**config.mk**
```make
export PLATFORM = sky130hd
export DESIGN_NAME = rgb_to_hsv_converter_top
export DESIGN_NICKNAME = d
export VERILOG_FILES = /design/src/rtl/rhc_pkg.sv /design/src/rtl/rhc_front.sv /design/src/rtl/rhc_queue.sv /design/src/rtl/rhc_back.sv /design/src/rtl/rgb_to_hsv_converter_top.sv
export SDC_FILE = /design/constraint.sdc
export NUM_CORES = 1
export LEC_CHECK = 0
export BUFFER_PORTS_ARGS = -buffer_cell sky130_fd_sc_hd__clkbuf_2
export CAP_MARGIN = 20
export CORE_ASPECT_RATIO = 1.25
export CORE_MARGIN = 2
export CORE_UTILIZATION = 30
export CTS_CLUSTER_SIZE = 30
export DETAILED_ROUTE_END_ITERATION = 8
export SLEW_MARGIN = 10
export SYNTH_ARGS = -nofsm -noshare
export SYNTH_HDL_FRONTEND = slang
export SYNTH_HIERARCHICAL = 1
export SYNTH_SLANG_ARGS = --single-unit
```
**constraint.sdc**
```tcl
create_clock -name i_clk -period 27.7 [get_ports i_clk]
set_input_delay 1.385 -clock i_clk [delete_from_list [all_inputs] [get_ports i_clk]]
set_output_delay 1.385 -clock i_clk [all_outputs]
set_load 0.05 [all_outputs]
```
**src/rtl/rhc_pkg.sv**
```systemverilog
// ----------------------------------------------------------------------------
// rhc_pkg
// Shared types and constants of the RGB to HSV pixel converter.
// ----------------------------------------------------------------------------
package rhc_pkg;

    localparam int CompBits     = 8;
    localparam int HueBits      = 15;
    localparam int SatBits      = 8;
    localparam int SatNumBits   = 2 * CompBits;
    localparam int HueQBits     = 12;
    localparam int HueNumBits   = CompBits + HueQBits;
    localparam int DivSteps     = HueQBits;
    localparam int SatSteps     = SatBits;
    localparam int QueueDepth   = 4;

    localparam logic [CompBits-1:0]   CompFull  = '1;
    localparam logic [HueQBits-1:0]   HueUnit   = 12'd3840;
    localparam logic [HueBits-1:0]    HueGreen  = 15'd7680;
    localparam logic [HueBits-1:0]    HueBlue   = 15'd15360;
    localparam logic signed [15:0]    HueWrap   = 16'sd23040;

    typedef enum logic [1:0] {
        SectorRed,
        SectorGreen,
        SectorBlue
    } t_sector;

    typedef struct packed {
        logic [CompBits-1:0] red;
        logic [CompBits-1:0] green;
        logic [CompBits-1:0] blue;
    } t_pixel;

    typedef struct packed {
        logic [HueBits-1:0]  hue;
        logic [SatBits-1:0]  saturation;
        logic [CompBits-1:0] brightness;
    } t_hsv;

    typedef struct packed {
        logic [CompBits-1:0]   bright;
        logic [CompBits-1:0]   delta;
        logic [SatNumBits-1:0] sat_num;
        logic [HueNumBits-1:0] hue_num;
        logic                  neg;
        t_sector               sector;
        logic                  grey;
    } t_job;

    typedef struct packed {
        logic [CompBits-1:0] rem;
        logic [HueQBits-1:0] q;
    } t_hdiv;

    typedef struct packed {
        logic [CompBits-1:0] rem;
        logic [SatBits-1:0]  q;
    } t_sdiv;

    function automatic logic [HueBits-1:0] sector_base(input t_sector sec);
        logic [HueBits-1:0] base;
        unique case (sec)
            SectorRed:   base = '0;
            SectorGreen: base = HueGreen;
            SectorBlue:  base = HueBlue;
            default:     base = '0;
        endcase
        return base;
    endfunction

endpackage

```
**src/rtl/rhc_front.sv**
```systemverilog
// ----------------------------------------------------------------------------
// rhc_front
// Pixel classification: max, min, delta, hue sector and division operands.
// ----------------------------------------------------------------------------
module rhc_front (
    input  rhc_pkg::t_pixel i_pixel,
    output rhc_pkg::t_job   o_job
);

    logic [rhc_pkg::CompBits-1:0] mx;
    logic [rhc_pkg::CompBits-1:0] mn;
    logic [rhc_pkg::CompBits:0]   num;
    logic [rhc_pkg::CompBits-1:0] mag;

    always_comb begin
        mx = i_pixel.red;
        mn = i_pixel.red;
        if (i_pixel.green > mx) mx = i_pixel.green;
        if (i_pixel.blue > mx) mx = i_pixel.blue;
        if (i_pixel.green < mn) mn = i_pixel.green;
        if (i_pixel.blue < mn) mn = i_pixel.blue;

        priority if (mx == i_pixel.red) begin
            o_job.sector = rhc_pkg::SectorRed;
            num = {1'b0, i_pixel.green} - {1'b0, i_pixel.blue};
        end else if (mx == i_pixel.green) begin
            o_job.sector = rhc_pkg::SectorGreen;
            num = {1'b0, i_pixel.blue} - {1'b0, i_pixel.red};
        end else begin
            o_job.sector = rhc_pkg::SectorBlue;
            num = {1'b0, i_pixel.red} - {1'b0, i_pixel.green};
        end

        mag = num[rhc_pkg::CompBits] ? rhc_pkg::CompBits'(-num) : num[rhc_pkg::CompBits-1:0];

        o_job.bright  = mx;
        o_job.delta   = mx - mn;
        o_job.neg     = num[rhc_pkg::CompBits];
        o_job.grey    = (mx == mn);
        o_job.sat_num = rhc_pkg::SatNumBits'(mx - mn) * rhc_pkg::SatNumBits'(rhc_pkg::CompFull);
        o_job.hue_num = rhc_pkg::HueNumBits'(mag) * rhc_pkg::HueNumBits'(rhc_pkg::HueUnit);
    end

endmodule

```
**src/rtl/rhc_queue.sv**
```systemverilog
// ----------------------------------------------------------------------------
// rhc_queue
// Small transaction queue between the classification front and divider back.
// ----------------------------------------------------------------------------
module rhc_queue (
    input  logic          i_clk,
    input  logic          i_rst_n,
    input  logic          i_push,
    input  rhc_pkg::t_job i_data,
    output logic          o_full,
    input  logic          i_pop,
    output logic          o_valid,
    output rhc_pkg::t_job o_data
);

    localparam int PtrBits = $clog2(rhc_pkg::QueueDepth);
    localparam int CntBits = $clog2(rhc_pkg::QueueDepth + 1);

    rhc_pkg::t_job        r_mem [rhc_pkg::QueueDepth];
    logic [PtrBits-1:0]   r_wr_ptr;
    logic [PtrBits-1:0]   r_rd_ptr;
    logic [CntBits-1:0]   r_count;
    logic [CntBits-1:0]   n_count;

    always_comb begin
        n_count = r_count;
        if (i_push && !i_pop) n_count = r_count + CntBits'(1);
        if (!i_push && i_pop) n_count = r_count - CntBits'(1);
    end

    always_ff @(posedge i_clk) begin
        if (!i_rst_n) begin
            r_wr_ptr <= '0;
            r_rd_ptr <= '0;
            r_count  <= '0;
        end else begin
            if (i_push) r_wr_ptr <= r_wr_ptr + PtrBits'(1);
            if (i_pop) r_rd_ptr <= r_rd_ptr + PtrBits'(1);
            r_count <= n_count;
        end
    end

    always_ff @(posedge i_clk) begin
        if (i_push) r_mem[r_wr_ptr] <= i_data;
    end

    assign o_full  = (r_count == CntBits'(rhc_pkg::QueueDepth));
    assign o_valid = (r_count != '0);
    assign o_data  = r_mem[r_rd_ptr];

endmodule

```
**src/rtl/rhc_back.sv**
```systemverilog
// ----------------------------------------------------------------------------
// rhc_back
// Pipelined restoring dividers for hue and saturation, one quotient bit per
// stage, followed by the hue sector offset and the output register.
// ----------------------------------------------------------------------------
module rhc_back (
    input  logic          i_clk,
    input  logic          i_rst_n,
    input  logic          i_valid,
    input  rhc_pkg::t_job i_job,
    output logic          o_pop,
    output logic          o_valid,
    output rhc_pkg::t_hsv o_hsv,
    input  logic          i_stall
);

    localparam int N = rhc_pkg::DivSteps;
    localparam int C = rhc_pkg::CompBits;

    rhc_pkg::t_job  r_job [0:N];
    rhc_pkg::t_hdiv r_hue [0:N];
    rhc_pkg::t_sdiv r_sat [0:N];
    logic [N:0]     r_vld;
    rhc_pkg::t_hdiv n_hue [1:N];
    rhc_pkg::t_sdiv n_sat [1:N];
    rhc_pkg::t_hsv  r_out;
    logic           r_out_valid;
    rhc_pkg::t_hsv  n_out;
    logic           en;

    assign en    = !r_out_valid || !i_stall;
    assign o_pop = en && i_valid;

    for (genvar k = 1; k <= N; k++) begin : g_stage
        always_comb begin
            logic [C:0] h_t;
            h_t = {r_hue[k-1].rem, r_job[k-1].hue_num[rhc_pkg::HueQBits-k]};
            if (h_t >= {1'b0, r_job[k-1].delta}) begin
                n_hue[k].rem = C'(h_t - {1'b0, r_job[k-1].delta});
                n_hue[k].q   = {r_hue[k-1].q[rhc_pkg::HueQBits-2:0], 1'b1};
            end else begin
                n_hue[k].rem = h_t[C-1:0];
                n_hue[k].q   = {r_hue[k-1].q[rhc_pkg::HueQBits-2:0], 1'b0};
            end
        end
        if (k <= rhc_pkg::SatSteps) begin : g_sat
            always_comb begin
                logic [C:0] s_t;
                s_t = {r_sat[k-1].rem, r_job[k-1].sat_num[rhc_pkg::SatSteps-k]};
                if (s_t >= {1'b0, r_job[k-1].bright}) begin
                    n_sat[k].rem = C'(s_t - {1'b0, r_job[k-1].bright});
                    n_sat[k].q   = {r_sat[k-1].q[rhc_pkg::SatBits-2:0], 1'b1};
                end else begin
                    n_sat[k].rem = s_t[C-1:0];
                    n_sat[k].q   = {r_sat[k-1].q[rhc_pkg::SatBits-2:0], 1'b0};
                end
            end
        end else begin : g_pass
            assign n_sat[k] = r_sat[k-1];
        end
    end

    always_comb begin
        logic signed [15:0] q_s;
        logic signed [15:0] h;
        q_s = $signed(16'(r_hue[N].q));
        h = $signed(16'(rhc_pkg::sector_base(r_job[N].sector)))
            + (r_job[N].neg ? -q_s : q_s);
        if (h < 0) h = h + rhc_pkg::HueWrap;
        n_out.brightness = r_job[N].bright;
        n_out.hue        = r_job[N].grey ? '0 : rhc_pkg::HueBits'(h);
        n_out.saturation = r_job[N].grey ? '0 : r_sat[N].q;
    end

    always_ff @(posedge i_clk) begin
        if (!i_rst_n) begin
            r_vld       <= '0;
            r_out_valid <= 1'b0;
        end else if (en) begin
            r_vld       <= {r_vld[N-1:0], i_valid};
            r_out_valid <= r_vld[N];
        end
    end

    always_ff @(posedge i_clk) begin
        if (en) begin
            r_job[0]     <= i_job;
            r_hue[0].rem <= i_job.hue_num[rhc_pkg::HueNumBits-1:rhc_pkg::HueQBits];
            r_hue[0].q   <= '0;
            r_sat[0].rem <= i_job.sat_num[rhc_pkg::SatNumBits-1:rhc_pkg::SatSteps];
            r_sat[0].q   <= '0;
            for (int k = 1; k <= N; k++) begin
                r_job[k] <= r_job[k-1];
                r_hue[k] <= n_hue[k];
                r_sat[k] <= n_sat[k];
            end
            r_out <= n_out;
        end
    end

    assign o_valid = r_out_valid;
    assign o_hsv   = r_out;

endmodule

```
**src/rtl/rgb_to_hsv_converter_top.sv**
```systemverilog
// an accepted pixel is written to the queue, then passes the divider stage registers and the output register
// throughput: one pixel per cycle while the output is not stalled, set by the 12-stage hue divider pipeline
// saturation division runs alongside in the first 8 of those stages
// reset clears the queue pointers and the pipeline valid bits; no clearing pass
// ----------------------------------------------------------------------------
// rgb_to_hsv_converter_top
// RGB to HSV pixel converter: classification front, transaction queue and
// pipelined divider back end.
// ----------------------------------------------------------------------------
module rgb_to_hsv_converter_top (
    input  logic            i_clk,
    input  logic            i_rst_n,
    input  logic            i_in_valid,
    output logic            o_in_stall,
    input  rhc_pkg::t_pixel i_pixel,
    output logic            o_out_valid,
    input  logic            i_out_stall,
    output rhc_pkg::t_hsv   o_hsv
);

    rhc_pkg::t_job job_in;
    rhc_pkg::t_job job_q;
    logic          q_full;
    logic          q_valid;
    logic          q_pop;

    rhc_front u_front (
        .i_pixel (i_pixel),
        .o_job   (job_in)
    );

    rhc_queue u_queue (
        .i_clk   (i_clk),
        .i_rst_n (i_rst_n),
        .i_push  (i_in_valid && !q_full),
        .i_data  (job_in),
        .o_full  (q_full),
        .i_pop   (q_pop),
        .o_valid (q_valid),
        .o_data  (job_q)
    );

    rhc_back u_back (
        .i_clk   (i_clk),
        .i_rst_n (i_rst_n),
        .i_valid (q_valid),
        .i_job   (job_q),
        .o_pop   (q_pop),
        .o_valid (o_out_valid),
        .o_hsv   (o_hsv),
        .i_stall (i_out_stall)
    );

    assign o_in_stall = q_full;

`ifndef SYNTHESIS
    a_grey_hue: assert property (@(posedge i_clk) disable iff (!i_rst_n)
        o_out_valid && (o_hsv.saturation == '0) |-> (o_hsv.hue == '0))
        else $error("hue not zero for a grey pixel");

    a_black_sat: assert property (@(posedge i_clk) disable iff (!i_rst_n)
        o_out_valid && (o_hsv.brightness == '0) |-> (o_hsv.saturation == '0))
        else $error("saturation not zero for a black pixel");

    a_hue_range: assert property (@(posedge i_clk) disable iff (!i_rst_n)
        o_out_valid |-> (o_hsv.hue < 15'd23040))
        else $error("hue out of range");
`endif

endmodule
```
==> results.txt, run 1 <==
TritonCTS Buffers = 98
Total GRT Usage = 10.11%
Final hold viol count = 0
Final Max Slew Viols = 0
DR vias = 23,453
Routed Antenna Nets = 0
Critical path startpoint category = primary input
Area leader, netlist = edfxtp_1
# diodes = 0
Worst hold path class = flip-flop to flip-flop
Clock Pin Slew Worst Setup and Hold Paths = 0.06 ns
Max cap viols = 0
Pin count of the biggest net entering global routing = 193
Die X-Extent = 349.4 um
CTS root buf = clkbuf_16
Worst-Margin Slew = 1.078 ns
Top area cells in the synthesized netlist = edfxtp_1 62%, ha_1 7.4%, fa_1 3.1%
Synthesis-to-finish area growth = 13.33%
Setup violators final = 0
Num rows = 158
Worst path max stage delay = 0.70 ns
Design area = 0.05070 mm^2
Vias in the first global route = 24,564
Post-CTS setup buffers = 0
Worst R2R Start = u_back/r_hue[1][80]
Slowest CP cell = xor2_1
Die area = 0.1523 mm^2
RSZ-0062 raised after global routing = false
I/O pin count = 61
Synthesized area = 0.04474 mm^2
Slew HR = 28.11%
Worst EP required = 28.16 ns
Chip height = 435.8 um
Setup Skew = 0.01974 ns
CP Data Arrival Time = 12.10 ns
Initial Util = 30.17%
Post-Synthesis Cells = 3,050
Port buffer count = 60
Worst setup path startpoint = i_pixel[15]
Final nets = 3,557
Starting DRT DRC Count = 1,136
Post-synthesis cell type count = 97
Syn_area_per_cell = 14.67 um^2
Fmax = 0.08595 GHz
Crit. End Element = flip-flop
Clock sink count = 950
Outcome = completed
Layout cells sized above 1 = 13.44%
Drt pass-1 iters = 5
PostCTS Resize Cnt = 0
Asr flop ratio synth = 0%
Clock latency on the worst-skew pair = 0.67 ns
Synth top area share = 62.22%
Core area = 0.1483 mm^2
Number of fill cells = 14,274
GRT Residual Overflow = 0
Drt via density = 4.515
Cts hold-fix bufs = 0
First-pass GRT wire length = 125.3 mm
Yosys warns = 6
GP Congestion = 0.8427
Register area share after synthesis = 63.25%
Worst Path Max Fanout = 18
DRC = 0
Antenna violations before repair = 0
Worst setup path category = primary input to flip-flop
Synth Register Bits = 950
Final setup TNS = 0 ns
Post-DP HPWL = 51.37 mm
Post-synth EDFFs = 927
DR WL met2 = 39.65 mm
Routed WL per cell = 14.72 um
HP Start = u_back/r_job[0][29]
Met3 WL = 2.307 mm
Prevailing post-synth register cell = edfxtp_1
Htree depth = 3
Final period utilization = 42.00%
CTS tree = built
Min Clock Period, post-route = 11.63 ns
Clock buffer depth = 3
DP Area = 0.04735 mm^2
Max layer used = met4
Met1 WL = 31.35 mm
Routed WL = 76.44 mm
[final timing paths]
kind                          end  slack, ns  depth (start not counted)
min           u_back/r_job[0][85]       0.40                          0
min reg2reg   u_back/r_job[0][85]       0.40                          0
max          u_queue/r_mem[0][39]      16.07                         42
max reg2reg      u_back/o_hsv[28]      23.02                         14
[worst max-delay path, delay by kind of cell]
family	cells	cell delay, ns
buf+inv	6	0.48
mux	1	0.59
compound gates	15	3.13
simple gates	7	1.59
fa+ha+maj	9	3.62
xor+xnor	4	1.27
[final cells by class]
class | instances | area, um^2 | share of cell area [%]
sequential | 950 | 28300 | 55.82
multi-input combinational | 1697 | 14800 | 29.20
clock buffer | 114 | 2512 | 4.955
tap | 1920 | 2402 | 4.738
inverter | 371 | 1403 | 2.766
clock inverter | 63 | 814.5 | 1.606
timing repair buffer | 79 | 465.4 | 0.9180
[kinds of logic (layout without fill, tap and decap cells)]
| logic type | after synthesis | after routing | synth area share (%) |
|---|---|---|---|
| flops | 950 | 950 | 63.25 |
| fa+ha+maj | 335 | 335 | 10.51 |
| compound gates | 528 | 528 | 7.713 |
| simple gates | 476 | 476 | 5.417 |
| xor+xnor | 146 | 146 | 2.909 |
| other cells | 1 | 8 | 0.008382 |
| buf+inv | 410 | 627 | 3.742 |
| mux | 204 | 204 | 6.446 |
[routing by layer]
metal  vias up  GRT usage (%)
met4         0          4.289
met3       172          1.697
met5         -              0
met1     11395          11.48
met2       325          18.53
li1      11561              -
[layout by cell type, fill, tap and decap left out, drive strengths merged, types with 50 or more instances in the layout]
master,count
nand2,78
mux2i,50
clkbuf,174
ha,263
mux4,56
nor2,197
fa,69
nor2b,50
mux2,98
o21ai,131
a21oi,142
edfxtp,927
inv,373
xnor2,116
[metrics by stage]
stage	cells	hold WS [ns]	utilization, %	setup slack [ns]
floorplan	3057	0.4003	-	5.550
global route	5194	0.4115	34.20	15.21
global placement	5013	0.4002	31.93	15.62
finish	5194	0.4048	34.20	16.07
detailed placement	5014	0.4045	31.94	15.39
CTS	5191	0.4030	34.18	16.05
[sequential cells by signal (all words and copies together), names as in the netlist, named ones only]
signal / count
u_queue/r_mem: 224
u_back/r_sat: 124
u_back/r_vld: 13
u_queue/r_rd_ptr: 2
u_queue/r_count: 3
u_back/o_valid: 1
u_back/o_hsv: 31
u_queue/r_wr_ptr: 2
u_back/r_job: 382
u_back/r_hue: 166
[cells in the mapped netlist (14+ instances only)]
cell type	n
dfxtp_1	23
a21oi_1	139
nor2b_1	49
mux2_2	93
nand4_1	39
inv_1	367
and2_1	14
o21bai_1	31
o21ai_0	128
fa_1	69
nor2_2	17
mux2i_1	49
a21o_1	44
o21a_1	47
clkbuf_1	15
o2111ai_1	17
xnor2_1	113
edfxtp_1	927
nand2_1	78
mux4_2	56
a21boi_0	31
xor2_1	30
nor3_1	27
o31a_1	17
nor2_1	179
ha_1	263
Power of run 1 is left out: the tool's default activity adds up to more than one toggle a clock period on the data nets, which glitch-free logic cannot reach.
==> run 2: changes to the inputs <==
==> constraint.sdc (replaced) <==
create_clock -name i_clk -period 9.38 [get_ports i_clk]
set_input_delay 0.469 -clock i_clk [delete_from_list [all_inputs] [get_ports i_clk]]
set_output_delay 0.469 -clock i_clk [all_outputs]
set_load 0.05 [all_outputs]
==> results.txt, run 2 (synthesis results as in run 1) <==
Multi-input logic area = 0.01481 mm^2
Cts hold-fix bufs = 0
CTS root buf = clkbuf_16
Most common cell after layout, fill and taps aside = edfxtp_1
Die X-Extent = 349.4 um
TritonCTS Buffers = 100
Total GRT Usage = 10.24%
DRC = 0
Routed WL per cell = 14.51 um
Crit. End Element = flip-flop
Routed WL = 77.09 mm
Synthesis-to-finish area growth = 15.20%
Final nets = 3,668
Number of fill cells = 14,267
# diodes = 0
Post-DP HPWL = 53.23 mm
Max cap viols = 0
Top cell by count, worst path = a21oi_1
Initial Util = 30.17%
Fmax = 0.1168 GHz
Slew HR = 21.80%
Htree depth = 3
Clock latency on the worst-skew pair = 0.67 ns
Worst path max stage delay = 0.63 ns
Starting DRT DRC Count = 1,018
Vias in the first global route = 25,057
GP Congestion = 0.8709
Layout cells sized above 1 = 16.50%
Outcome = completed
RSZ-0062 raised after global routing = false
Drt via density = 4.488
Largest register FFs = 382
Chip height = 435.8 um
I/O pin count = 61
First-pass GRT wire length = 127.1 mm
PostCTS Resize Cnt = 0
DR WL met2 = 40.67 mm
CTS tree = built
Biggest register = u_back/r_job
Min Clock Period, post-route = 8.562 ns
Worst-Margin Slew = 1.173 ns
Worst hold path class = primary input to flip-flop
Regs by FF count = u_back/r_job: 382 flops, u_queue/r_mem: 224 flops, u_back/r_hue: 166 flops
Drt pass-1 iters = 5
Worst setup path category = primary input to flip-flop
Num rows = 158
Met1 WL = 31.12 mm
Routed Antenna Nets = 0
Final hold viol count = 0
Final period utilization = 91.28%
Setup Skew = 0.01913 ns
Design area = 0.05154 mm^2
Post-CTS setup buffers = 0
Clock Pin Slew Worst Setup and Hold Paths = 0.06 ns
Core area = 0.1483 mm^2
Worst Path Max Fanout = 11
Slowest CP cell = a211oi_2
Worst EP required = 9.83 ns
DR vias = 23,843
Max layer used = met4
Final Max Slew Viols = 0
Antenna violations before repair = 0
Pin count of the biggest net entering global routing = 203
Most frequent cells in the layout = 927 x edfxtp_1, 365 x inv_1, 263 x ha_1, 179 x nor2_1, 139 x a21oi_1
DP Area = 0.04822 mm^2
Reg area = 0.02830 mm^2
Setup violators final = 0
Met3 WL = 2.272 mm
CP Data Arrival Time = 9.01 ns
Port buffer count = 60
Final setup TNS = 0 ns
Clock sink count = 950
Die area = 0.1523 mm^2
GRT Residual Overflow = 0
Critical path startpoint category = primary input
Clock buffer depth = 3
-- run 2: cell type report --
type	count	area share, %
flip-flops and latches	950	54.92
multi-input cells	1697	28.74
clock buffers	115	5.006
well taps	1920	4.661
inverters	371	2.722
repair buffers	188	2.520
clock inverters	72	1.430
-- run 2: layer usage --
layer,up-vias,GRT usage (%)
met5,-,0
li1,11779,-
met1,11575,11.46
met4,0,4.150
met3,178,1.812
met2,311,18.97
-- run 2: final timing paths --
kind                       startpoint              endpoint  slack [ns]  cells after the start
setup reg to reg  u_back/r_hue[1][80]      u_back/o_hsv[28]        4.72                     14
hold reg to reg   u_back/r_job[0][30]   u_back/r_job[0][86]        0.40                      0
setup / recovery          i_pixel[14]  u_queue/r_mem[1][39]        0.82                     42
hold / removal            i_out_stall       u_back/r_vld[0]        0.18                      3
-- run 2: metrics by stage --
step / hold WS [ns] / utilization (%) / std cells / worst slack [ns]
after global routing: 0.1541 / 34.76 / 5313 / 0.04027
after CTS: 0.1257 / 34.76 / 5313 / 0.8611
final: 0.1826 / 34.76 / 5313 / 0.8177
after detailed placement: 0.4045 / 32.52 / 5126 / 0.1456
after global placement: 0.4002 / 32.52 / 5125 / 0.1885
after floorplan: 0.4003 / - / 3057 / 0.03898
-- run 2: critical path: cells and delay by family --
kind	cells	cell delay (ns)
AOI/OAI and AO/OA	18	3.74
buffers and inverters	8	0.92
adders and majority gates	8	3.07
and+or+nand+nor	5	0.29
xor gates and xnor gates	3	0.53
Power of run 2 is left out for the same reason.
